[config.mk]
export PLATFORM = sky130hd
export DESIGN_NAME = stepper_half_step_position_controller
export DESIGN_NICKNAME = d
export VERILOG_FILES = /design/src/hdl/shspc_pkg.sv /design/src/hdl/stepper_half_step_position_controller.sv
export VERILOG_INCLUDE_DIRS = /design/src /design/src/hdl
export SDC_FILE = /design/constraint.sdc
export NUM_CORES = 1
export LEC_CHECK = 0
export BUFFER_PORTS_ARGS = -buffer_cell sky130_fd_sc_hd__buf_2
export CAP_MARGIN = 30
export CORE_MARGIN = 2
export CORE_UTILIZATION = 60
export CTS_CLUSTER_SIZE = 12
export DETAILED_ROUTE_END_ITERATION = 8
export HOLD_SLACK_MARGIN = 0.1
export PLACE_DENSITY = 0.85
export REMOVE_ABC_BUFFERS = 1
export SYNTH_ARGS = -nofsm -noshare
export SYNTH_HDL_FRONTEND = slang
export SYNTH_SLANG_ARGS = --single-unit
[constraint.sdc]
create_clock -name i_clk -period 24.8 [get_ports i_clk]
set_input_delay 4.96 -clock i_clk [delete_from_list [all_inputs] [get_ports i_clk]]
set_output_delay 4.96 -clock i_clk [all_outputs]
set_load 0.005 [all_outputs]
[src/hdl/assert_macros.svh]
// assertion macros used by the controller rtl file
// no dependencies; the bodies are empty when SYNTHESIS is defined
`ifndef ASSERT_MACROS_SVH
`define ASSERT_MACROS_SVH

`ifndef SYNTHESIS

// property holds at every clock edge outside reset
`define SHSPC_ASSERT(label, clk, rst_n, prop) \
    label: assert property (@(posedge clk) disable iff (!rst_n) (prop)) \
        else $error("assertion failed");

// consequent holds in the cycle after the antecedent
`define SHSPC_ASSERT_NEXT(label, clk, rst_n, ante, cons) \
    label: assert property (@(posedge clk) disable iff (!rst_n) (ante) |=> (cons)) \
        else $error("assertion failed");

`else

`define SHSPC_ASSERT(label, clk, rst_n, prop)
`define SHSPC_ASSERT_NEXT(label, clk, rst_n, ante, cons)

`endif

`endif

[src/hdl/shspc_pkg.sv]
// constants, operation codes and the half-step coil table of the stepper controller
// no dependencies
package shspc_pkg;

    localparam int STEPS_PER_REV = 8192;

    localparam int OP_W      = 2;
    localparam int DEG_W     = 16;
    localparam int COIL_W    = 4;
    localparam int POS_OUT_W = 13;

    localparam int DEG_PER_REV = 360;
    localparam int HALF_TURN   = 180;
    // multiple of a full turn that makes every signed angle non-negative
    localparam int DEG_OFFSET  = DEG_PER_REV * 92;

    typedef logic [OP_W-1:0] t_op;

    localparam t_op OP_TICK       = 2'd0;
    localparam t_op OP_SET_TARGET = 2'd1;
    localparam t_op OP_SET_ZERO   = 2'd2;

    function automatic logic [COIL_W-1:0] half_step_coils(input logic [2:0] idx);
        logic [COIL_W-1:0] pat;
        case (idx)
            3'd0:    pat = 4'b1000;
            3'd1:    pat = 4'b1100;
            3'd2:    pat = 4'b0100;
            3'd3:    pat = 4'b0110;
            3'd4:    pat = 4'b0010;
            3'd5:    pat = 4'b0011;
            3'd6:    pat = 4'b0001;
            default: pat = 4'b1001;
        endcase
        return pat;
    endfunction

endpackage

[src/hdl/stepper_half_step_position_controller.sv]
// half-step stepper position controller, depends on shspc_pkg and assert_macros.svh
// throughput: one item per cycle while the result side does not stall
// angle reduction, step target scaling and reciprocal divide run in four feed stages;
// the state update and result register form the fifth stage, the only feedback loop
// reset (synchronous, active low): position, target, direction, running cleared,
// coils off, pipeline empty
`include "assert_macros.svh"

module stepper_half_step_position_controller #(
    parameter int STEPS_PER_REV = shspc_pkg::STEPS_PER_REV
) (
    input  logic                                    i_clk,
    input  logic                                    i_rst_n,
    input  logic                                    i_valid,
    output logic                                    o_stall,
    input  shspc_pkg::t_op                          i_operation,
    input  logic signed [shspc_pkg::DEG_W-1:0]      i_target_deg,
    output logic                                    o_valid,
    input  logic                                    i_stall,
    output logic [shspc_pkg::COIL_W-1:0]            o_coils,
    output logic                                    o_running,
    output logic [shspc_pkg::POS_OUT_W-1:0]         o_position,
    output logic                                    o_clockwise
);

    localparam int DEG_W  = shspc_pkg::DEG_W;
    localparam int OUT_W  = shspc_pkg::POS_OUT_W;
    localparam int DPR    = shspc_pkg::DEG_PER_REV;
    localparam int HALF   = shspc_pkg::HALF_TURN;
    localparam int PW     = $clog2(STEPS_PER_REV);
    localparam int XW     = $clog2(STEPS_PER_REV * DPR);
    localparam int TW     = $clog2(DPR);
    localparam int CW     = DEG_W + 1;

    localparam logic [XW-1:0] RECIP    = XW'((2 ** XW) / DPR);
    localparam logic [XW-1:0] DEG_STEP = XW'(DPR);
    localparam logic [XW-1:0] LAST_X   = XW'((STEPS_PER_REV - 1) * DPR);
    localparam logic [XW-1:0] LO_WRAP  = XW'((HALF + 1) * STEPS_PER_REV);
    localparam logic [XW-1:0] LO_FWD   = XW'((HALF - 1) * STEPS_PER_REV);
    localparam logic [XW-1:0] STEPS_X  = XW'(STEPS_PER_REV);
    localparam logic [PW-1:0] LAST_POS = PW'(STEPS_PER_REV - 1);
    localparam logic [TW-1:0] WRAP_LIM = TW'(HALF - 1);
    localparam logic [CW-1:0] OFFSET_C = CW'(shspc_pkg::DEG_OFFSET);

    // pipeline control
    logic en1, en2, en3, en4, en5;
    logic r_v1, r_v2, r_v3, r_v4, r_v5;

    // stage payloads
    shspc_pkg::t_op  r_op1, r_op2, r_op3, r_op4;
    logic [TW-1:0]   r_t1, r_t2;
    logic [XW-1:0]   r_ts2, r_ts3, r_ts4;
    logic [XW-1:0]   r_lo3, r_lo4;
    logic            r_wrap3, r_wrap4;
    logic [PW-1:0]   r_q3, r_tgt4;

    // controller state, also the result register
    logic [PW-1:0]               r_pos, n_pos;
    logic [XW-1:0]               r_pos_x, n_pos_x;
    logic [PW-1:0]               r_target, n_target;
    logic                        r_cw, n_cw;
    logic                        r_run, n_run;
    logic [shspc_pkg::COIL_W-1:0] r_coil, n_coil;

    logic [CW-1:0]   ang;
    logic [TW-1:0]   n_t;
    logic [2*XW-1:0] prod;
    logic [XW-1:0]   rem;
    logic            dir_cw;
    logic [PW+OUT_W-1:0] pos_ext;
    logic            idle_tick;

    assign en5 = !r_v5 || !i_stall;
    assign en4 = !r_v4 || en5;
    assign en3 = !r_v3 || en4;
    assign en2 = !r_v2 || en3;
    assign en1 = !r_v1 || en2;
    assign o_stall = !en1;

    // angle mod 360: offset to non-negative, then restoring subtract of 360*2^k
    always_comb begin
        ang = {{(CW-DEG_W){i_target_deg[DEG_W-1]}}, i_target_deg} + OFFSET_C;
        for (int k = 7; k >= 0; k--) begin
            if (ang >= CW'(DPR << k)) begin
                ang = ang - CW'(DPR << k);
            end
        end
        n_t = ang[TW-1:0];
    end

    // floor(t*steps/360) estimate, low by at most one
    assign prod = {{XW{1'b0}}, r_ts2} * {{XW{1'b0}}, RECIP};
    assign rem  = r_ts3 - XW'(r_q3) * DEG_STEP;

    always_ff @(posedge i_clk) begin
        if (!i_rst_n) begin
            r_v1 <= 1'b0;
            r_v2 <= 1'b0;
            r_v3 <= 1'b0;
            r_v4 <= 1'b0;
            r_v5 <= 1'b0;
        end else begin
            if (en1) r_v1 <= i_valid;
            if (en2) r_v2 <= r_v1;
            if (en3) r_v3 <= r_v2;
            if (en4) r_v4 <= r_v3;
            if (en5) r_v5 <= r_v4;
        end
    end

    always_ff @(posedge i_clk) begin
        if (en1) begin
            r_op1 <= i_operation;
            r_t1  <= n_t;
        end
        if (en2) begin
            r_op2 <= r_op1;
            r_t2  <= r_t1;
            r_ts2 <= XW'(r_t1) * STEPS_X;
        end
        if (en3) begin
            r_op3   <= r_op2;
            r_ts3   <= r_ts2;
            r_q3    <= prod[XW+PW-1:XW];
            r_wrap3 <= r_t2 < WRAP_LIM;
            r_lo3   <= (r_t2 < WRAP_LIM) ? r_ts2 + LO_WRAP : r_ts2 - LO_FWD;
        end
        if (en4) begin
            r_op4   <= r_op3;
            r_ts4   <= r_ts3;
            r_lo4   <= r_lo3;
            r_wrap4 <= r_wrap3;
            r_tgt4  <= r_q3 + PW'(rem >= DEG_STEP);
        end
    end

    // clockwise when the current degree lies 1..179 below the target, compared
    // in units of degree*steps so no divide by the step count is needed
    always_comb begin
        if (r_wrap4) begin
            dir_cw = (r_pos_x < r_ts4) || (r_pos_x >= r_lo4);
        end else begin
            dir_cw = (r_pos_x < r_ts4) && (r_pos_x >= r_lo4);
        end
    end

    always_comb begin
        n_pos    = r_pos;
        n_pos_x  = r_pos_x;
        n_target = r_target;
        n_cw     = r_cw;
        n_run    = r_run;
        n_coil   = r_coil;
        unique case (r_op4)
            shspc_pkg::OP_SET_TARGET: begin
                n_target = r_tgt4;
                n_cw     = dir_cw;
                n_run    = 1'b1;
            end
            shspc_pkg::OP_SET_ZERO: begin
                n_pos   = '0;
                n_pos_x = '0;
            end
            shspc_pkg::OP_TICK: begin
                if (r_run) begin
                    if (r_target == r_pos) begin
                        n_coil = '0;
                        n_run  = 1'b0;
                    end else if (r_cw) begin
                        n_coil = shspc_pkg::half_step_coils(r_pos[2:0]);
                        if (r_pos == LAST_POS) begin
                            n_pos   = '0;
                            n_pos_x = '0;
                        end else begin
                            n_pos   = r_pos + PW'(1);
                            n_pos_x = r_pos_x + DEG_STEP;
                        end
                    end else begin
                        n_coil = shspc_pkg::half_step_coils(r_pos[2:0] - 3'd1);
                        if (r_pos == '0) begin
                            n_pos   = LAST_POS;
                            n_pos_x = LAST_X;
                        end else begin
                            n_pos   = r_pos - PW'(1);
                            n_pos_x = r_pos_x - DEG_STEP;
                        end
                    end
                end
            end
            default: begin
            end
        endcase
    end

    always_ff @(posedge i_clk) begin
        if (!i_rst_n) begin
            r_pos    <= '0;
            r_pos_x  <= '0;
            r_target <= '0;
            r_cw     <= 1'b0;
            r_run    <= 1'b0;
            r_coil   <= '0;
        end else if (en5 && r_v4) begin
            r_pos    <= n_pos;
            r_pos_x  <= n_pos_x;
            r_target <= n_target;
            r_cw     <= n_cw;
            r_run    <= n_run;
            r_coil   <= n_coil;
        end
    end

    assign pos_ext     = {{OUT_W{1'b0}}, r_pos};
    assign o_valid     = r_v5;
    assign o_coils     = r_coil;
    assign o_running   = r_run;
    assign o_position  = pos_ext[OUT_W-1:0];
    assign o_clockwise = r_cw;

    assign idle_tick = en5 && r_v4 && (r_op4 == shspc_pkg::OP_TICK) && !r_run;

    // scaled position register tracks position times 360
    `SHSPC_ASSERT(a_pos_scaled, i_clk, i_rst_n, r_pos_x == XW'(r_pos) * DEG_STEP)

    // a tick while stopped leaves position and coils alone
    `SHSPC_ASSERT_NEXT(a_idle_tick, i_clk, i_rst_n, idle_tick, $stable(r_pos) && $stable(r_coil))

    // stopping always drops the coils
    `SHSPC_ASSERT(a_stop_coils_off, i_clk, i_rst_n, !$fell(r_run) || (r_coil == '0))

endmodule

# Yosys cells after proc, flatten, opt, wreduce, memory -nomap -nowiden

Index checks and enable logic that the tools add are counted.

Register bits: 175
Input port bits: 22
Output and inout port bits: 21
Word-level logic and storage cells: 129

Add/subtract/negate cells: 18
Multipliers: 2
Magnitude comparators: 12
Eq/ne operators: 18
Mux-type cells: 29
Reductions and logical operators: 25

Operator list:

| kind                     | count |
|---|---|
| $mux W22                 | 6 |
| $mux W17                 | 7 |
| $mux W13                 | 5 |
| $pmux W4 S7              | 2 |
| $pmux W22 S2             | 1 |
| $pmux W13 S2             | 1 |
| $add A22 B21 Y22 const B | 1 |
| $add A22 B9 Y22 const B  | 1 |
| $ge A22 B22 Y1           | 1 |
| $ge A22 B9 Y1 const B    | 1 |
| $lt A22 B22 Y1           | 1 |
| $sub A22 B21 Y22 const B | 1 |
| $sub A22 B22 Y22         | 1 |
| $sub A22 B9 Y22 const B  | 1 |
| $mul A9 B13 Y21 const B  | 1 |
| $mul A13 B6 Y19 const B  | 1 |
| $eq A3 B3 Y1 const B     | 6 |
| $add A17 B16 Y17 const B | 1 |
| $ge A17 B10 Y1 const B   | 1 |
| $ge A17 B11 Y1 const B   | 1 |
| $ge A17 B12 Y1 const B   | 1 |
| $ge A17 B13 Y1 const B   | 1 |
| $ge A17 B14 Y1 const B   | 1 |
| $ge A17 B15 Y1 const B   | 1 |
| 36 further kinds         | 59 |

# Logic depth before layout (Yosys ltp)

Word-level depth: 17
Gate-level depth with buffers: 38
Gate-level depth less buffers: 34

# Worst setup path before layout

No wires, ideal clock.

Path kind: input port to flip-flop
From: input port i_target_deg[5] in the netlist's numbering
To: register r_t1[5] (data pin)
Setup time: 262 ps
Data arrival time: 12497 ps
Slack: 12041 ps
Stages on the path: 36
Buffers on the path: 5
Cells stage by stage: inv_2 ha_1 nor2b_4 buf_6 o211ai_2 xnor2_2 a21boi_4 a21oi_2 buf_2 xnor2_1 ha_1 buf_1 or3_1 o221a_4 a211oi_2 xor2_1 a31oi_1 mux2_2 o2111a_1 buf_4 nand3_1 and3_1 clkbuf_1 o21ai_1 a2111oi_4 nor3_1 mux2_2 o211ai_2 nor2_1 xnor2_1 ha_1 nor2_1 mux2i_1 a211oi_2 o31ai_1 xnor2_1

Word-level cells in the longest chain between the ends: 17
Elaborated cells on any way between the ends: 25
Those cells by class: 9 x add/sub; 8 x order compare; 8 x mux

Ends and longest elaborated chain:

| element                                            | line                                                                                     | source |
|---|---|---|
| start: declaration                                 | stepper_half_step_position_controller.sv:17                                              | `input logic signed [shspc_pkg::DEG_W-1:0] i_target_deg,` |
| $add A17 B16 Y17 (*)                               | stepper_half_step_position_controller.sv:82                                              | `ang = {{(CW-DEG_W){i_target_deg[DEG_W-1]}}, i_target_deg} + OFFSET_C;` |
| $sub A17 B16 Y17 or $ge A17 B16 Y1 (tied branches) | stepper_half_step_position_controller.sv:85, stepper_half_step_position_controller.sv:84 |  |
| $mux W17 (*)                                       | stepper_half_step_position_controller.sv:84                                              | `if (ang >= CW'(DPR << k)) begin` |
| $sub A17 B15 Y17 or $ge A17 B15 Y1 (tied branches) | stepper_half_step_position_controller.sv:85, stepper_half_step_position_controller.sv:84 |  |
| $mux W17 (*)                                       | stepper_half_step_position_controller.sv:84                                              |  |
| $sub A17 B14 Y17 or $ge A17 B14 Y1 (tied branches) | stepper_half_step_position_controller.sv:85, stepper_half_step_position_controller.sv:84 |  |
| $mux W17 (*)                                       | stepper_half_step_position_controller.sv:84                                              |  |
| $sub A17 B13 Y17 or $ge A17 B13 Y1 (tied branches) | stepper_half_step_position_controller.sv:85, stepper_half_step_position_controller.sv:84 |  |
| [... 2 more ...]                                   | -                                                                                        |  |
| $mux W17 (*)                                       | stepper_half_step_position_controller.sv:84                                              |  |
| $sub A17 B11 Y17 or $ge A17 B11 Y1 (tied branches) | stepper_half_step_position_controller.sv:85, stepper_half_step_position_controller.sv:84 |  |
| $mux W17 (*)                                       | stepper_half_step_position_controller.sv:84                                              |  |
| $sub A17 B10 Y17 or $ge A17 B10 Y1 (tied branches) | stepper_half_step_position_controller.sv:85, stepper_half_step_position_controller.sv:84 |  |
| $mux W17 (*)                                       | stepper_half_step_position_controller.sv:84                                              |  |
| $ge A17 B9 Y1 or $sub A9 B9 Y9 (tied branches)     | stepper_half_step_position_controller.sv:84, stepper_half_step_position_controller.sv:85 |  |
| $mux W9 (*)                                        | stepper_half_step_position_controller.sv:84                                              |  |
| via ang[5]                                         | stepper_half_step_position_controller.sv:65                                              | `logic [CW-1:0] ang;` |
| end signal: assignment                             | stepper_half_step_position_controller.sv:114                                             | `r_t1 <= n_t;` |
| end: declaration                                   | stepper_half_step_position_controller.sv:51                                              | `logic [TW-1:0] r_t1, r_t2;` |

The timed path passes the listed nets; every way through them passes the cells marked *.
A chain may end at the register's enable or synchronous reset.

# Worst setup path after layout

From: input port i_target_deg[5] in the netlist's numbering
To: register r_t1[4] (data pin)

The elaborated chain is that of the path after synthesis.

==> impl_metrics.toml <==
[cts]
cts_made_buffers = 17
cts_hold_buf = 0
worstSkewPairLatency_ns = 0.43
root_buffer = "clkbuf_16"
post_cts_buffers = 0
cts_resized = 0
clk_pin_slew_ns = 0.06
max-clock-path-buffers = 2
cts_tree = "yes"
cts.sinks = 146
h-tree-depth = 4

[synth]
synth_top_area_cell = "edfxtp_1"
synth_area_leaders = "edfxtp_1 19%, ha_1 11%, dfxtp_1 8.0%"
synth_edf_count = 90
yosysWarnings = 0
postSynthAreaPerCell_um2 = 8.741
synth_area_um2 = 14070
ys.flop_type = "edfxtp_1"
ys_ff_latch = 146
seq_area_frac_synth_pct = 27.17
synthArstFlopShare_pct = 0
yosys.area.top_type_share_pct = 19.20
ys_types = 116
synth_cells = 1610

[routing]
routedWlPerCell_um = 17.57
finalWirelength_um = 34140
route.detailed.drc = 0
dr.pass1.iters = 9
avgViaCountPerCell = 6.224
drtIter0Drc = 1265
drtAntennaViolNets = 0
dr_total_vias = 12090

[floorplanning]
initial_core_util_pct = 60.50
die_y_um = 157.2
dieArea_um2 = 24700
boundaryPins = 43
fp-row-count = 56
core_um2 = 23260
die_x_um = 157.2

[sta]
slew_headroom_pct = 36.33
fin_crit_ns = 14.42
tns_ns = 0
max_freq_ghz = 0.06937
hold_viol_final = 0
fin_skew_ns = 0.005954
period_share_pct = 58.13
slew_viol_final = 0
setup_violations = 0
rsz0062_at_grt = "no"
worst_pin_slew_ns = 0.9536

[global_routing]
gr-total-overflow = 0
grt_max_degree = 73
grt_pass1_vias = 11560
grt_pass1_wl_um = 55780
antenna_found_initial = 0
track_usage_pct = 28.05

[final_layout]
multi_input_area_um2 = 9311
fin_nets = 1801
layout_commonest_cell = "inv_1"
seq_area_um2 = 3825
nFillCells = 1857
num_antenna_cells = 0
stdcell_count = 1943
mostFrequentLayoutCells = "162 x inv_1, 129 x ha_1, 120 x nor2_1"
area_growth_pct = 6.703
post_route_cells_drive_above_1_share_pct = 10.10

[setup_path]
endpoint_kind = "flop"
worst-r2r-setup-slack_ns = 17.66
reg2reg_depth = 30
critPathArrivalTime_ns = 14.67
max_stage_delay_ns = 0.73
critPathKind = "in -> reg"
path_max_fanout = 16
critPathRequiredTime_ns = 25.06
critPathLaunchType = "input port"
slowest_stage = "xnor2_1"

[worst_hold_path]
hp-class = "reg -> reg"
worstHoldPathCells = 0

[placement]
port_buffers = 42
place_inst = 1911
hpwlAfterDp_um = 25020
gp_congestion = 0.9028

[flow_run]
maxCapViolCount = 0

[outcome]
status = "finished clean"
-- synthesized netlist by cell type, types with 7 or more instances --
cell type  instances
inv_1            162
ha_1             129
nor2_1           120
a21oi_1          119
nand2_1          116
edfxtp_1          90
xnor2_1           87
o21ai_0           69
dfxtp_1           56
nand3_1           52
clkbuf_1          44
fa_1              39
nor3_1            39
xor2_1            34
mux2i_1           23
nand4_1           19
a21o_1            17
and3_1            17
nand2b_1          17
or3_1             16
nor2b_1           15
o21a_1            13
a22oi_1           12
o21bai_1          12
o31ai_1           12
and2_1            11
nor4_1            11
a211oi_1          10
a31oi_1           10
o211ai_1          10
a31o_2             9
a32oi_1            8
nand3b_1           8
a21boi_0           7
buf_2              7
o22ai_1            7
-- final cells by class --
class | count | share of cell area (%)
multi-input cells | 1232 | 62.01
clock inverters | 9 | 0.4333
well taps | 319 | 2.658
inverters | 165 | 4.124
flip-flops and latches | 146 | 25.47
repair buffers | 49 | 1.775
clock buffers | 23 | 3.533
-- path summary, 6_finish.rpt --
| kind | startpoint | end |
|---|---|---|
| worst max-delay path | i_target_deg[5] | r_t1[4]$_DFFE_PN_ |
| worst min-delay path | r_op2[1]$_DFFE_PP_ | r_op3[1]$_DFFE_PP_ |
| worst max register to register | r_q3[1]$_DFFE_PP_ | r_tgt4[10]$_DFFE_PP_ |
| worst min register to register | r_op2[1]$_DFFE_PP_ | r_op3[1]$_DFFE_PP_ |
-- state kept, by name (all words and copies together), names as in the netlist, 4 cells and up --
name,cells
r_tgt4,13
r_lo3,9
r_ts3,9
o_coils,4
r_pos_x,19
r_t1,9
r_ts4,9
r_target,13
r_lo4,9
r_q3,13
r_ts2,9
o_position,13
-- metal layers --
| layer | share of wire (%) | global-route usage [%] | vias up | wire (um) |
|---|---|---|---|---|
| li1 | - | - | 5818 | - |
| met1 | 40 | 33.09 | 5727 | 13640 |
| met2 | 52 | 52.01 | 441 | 17770 |
| met3 | 4.7 | 3.800 | 107 | 1614 |
| met4 | 3.2 | 10.00 | 0 | 1106 |
| met5 | 0 | 0 | - | 0 |
-- critical path: cells and delay by family --
family	cells	cell delay, ns
compound gates	10	3.07
xor+xnor	3	1.21
fa+ha+maj	3	0.94
buf+inv	2	0.48
mux	3	0.93
simple gates	12	3.05
-- through the flow --
stage | utilization, % | setup slack [ns] | hold slack [ns] | area [um2]
after floorplan | - | 11.91 | 0.4003 | 13740
after global placement | 61.95 | 10.55 | 0.4005 | 14410
after detailed placement | 61.99 | 10.15 | 0.4045 | 14420
after CTS | 64.55 | 10.54 | 0.4151 | 15020
after global routing | 64.55 | 9.636 | 0.4194 | 15020
final | 64.55 | 10.38 | 0.4160 | 15020
-- logic make-up (layout without fill, tap and decap cells) --
family | Yosys count | count (layout) | share of synthesized area [%]
simple gates | 485 | 485 | 17.44
compound gates | 423 | 423 | 21.33
fa+ha+maj | 169 | 169 | 17.09
flops | 146 | 146 | 27.17
xor+xnor | 125 | 125 | 8.037
buf+inv | 232 | 246 | 6.739
mux | 30 | 30 | 2.196
Power is left out: the tool's default activity adds up to more than one toggle a clock period on the data nets, which glitch-free logic cannot reach.
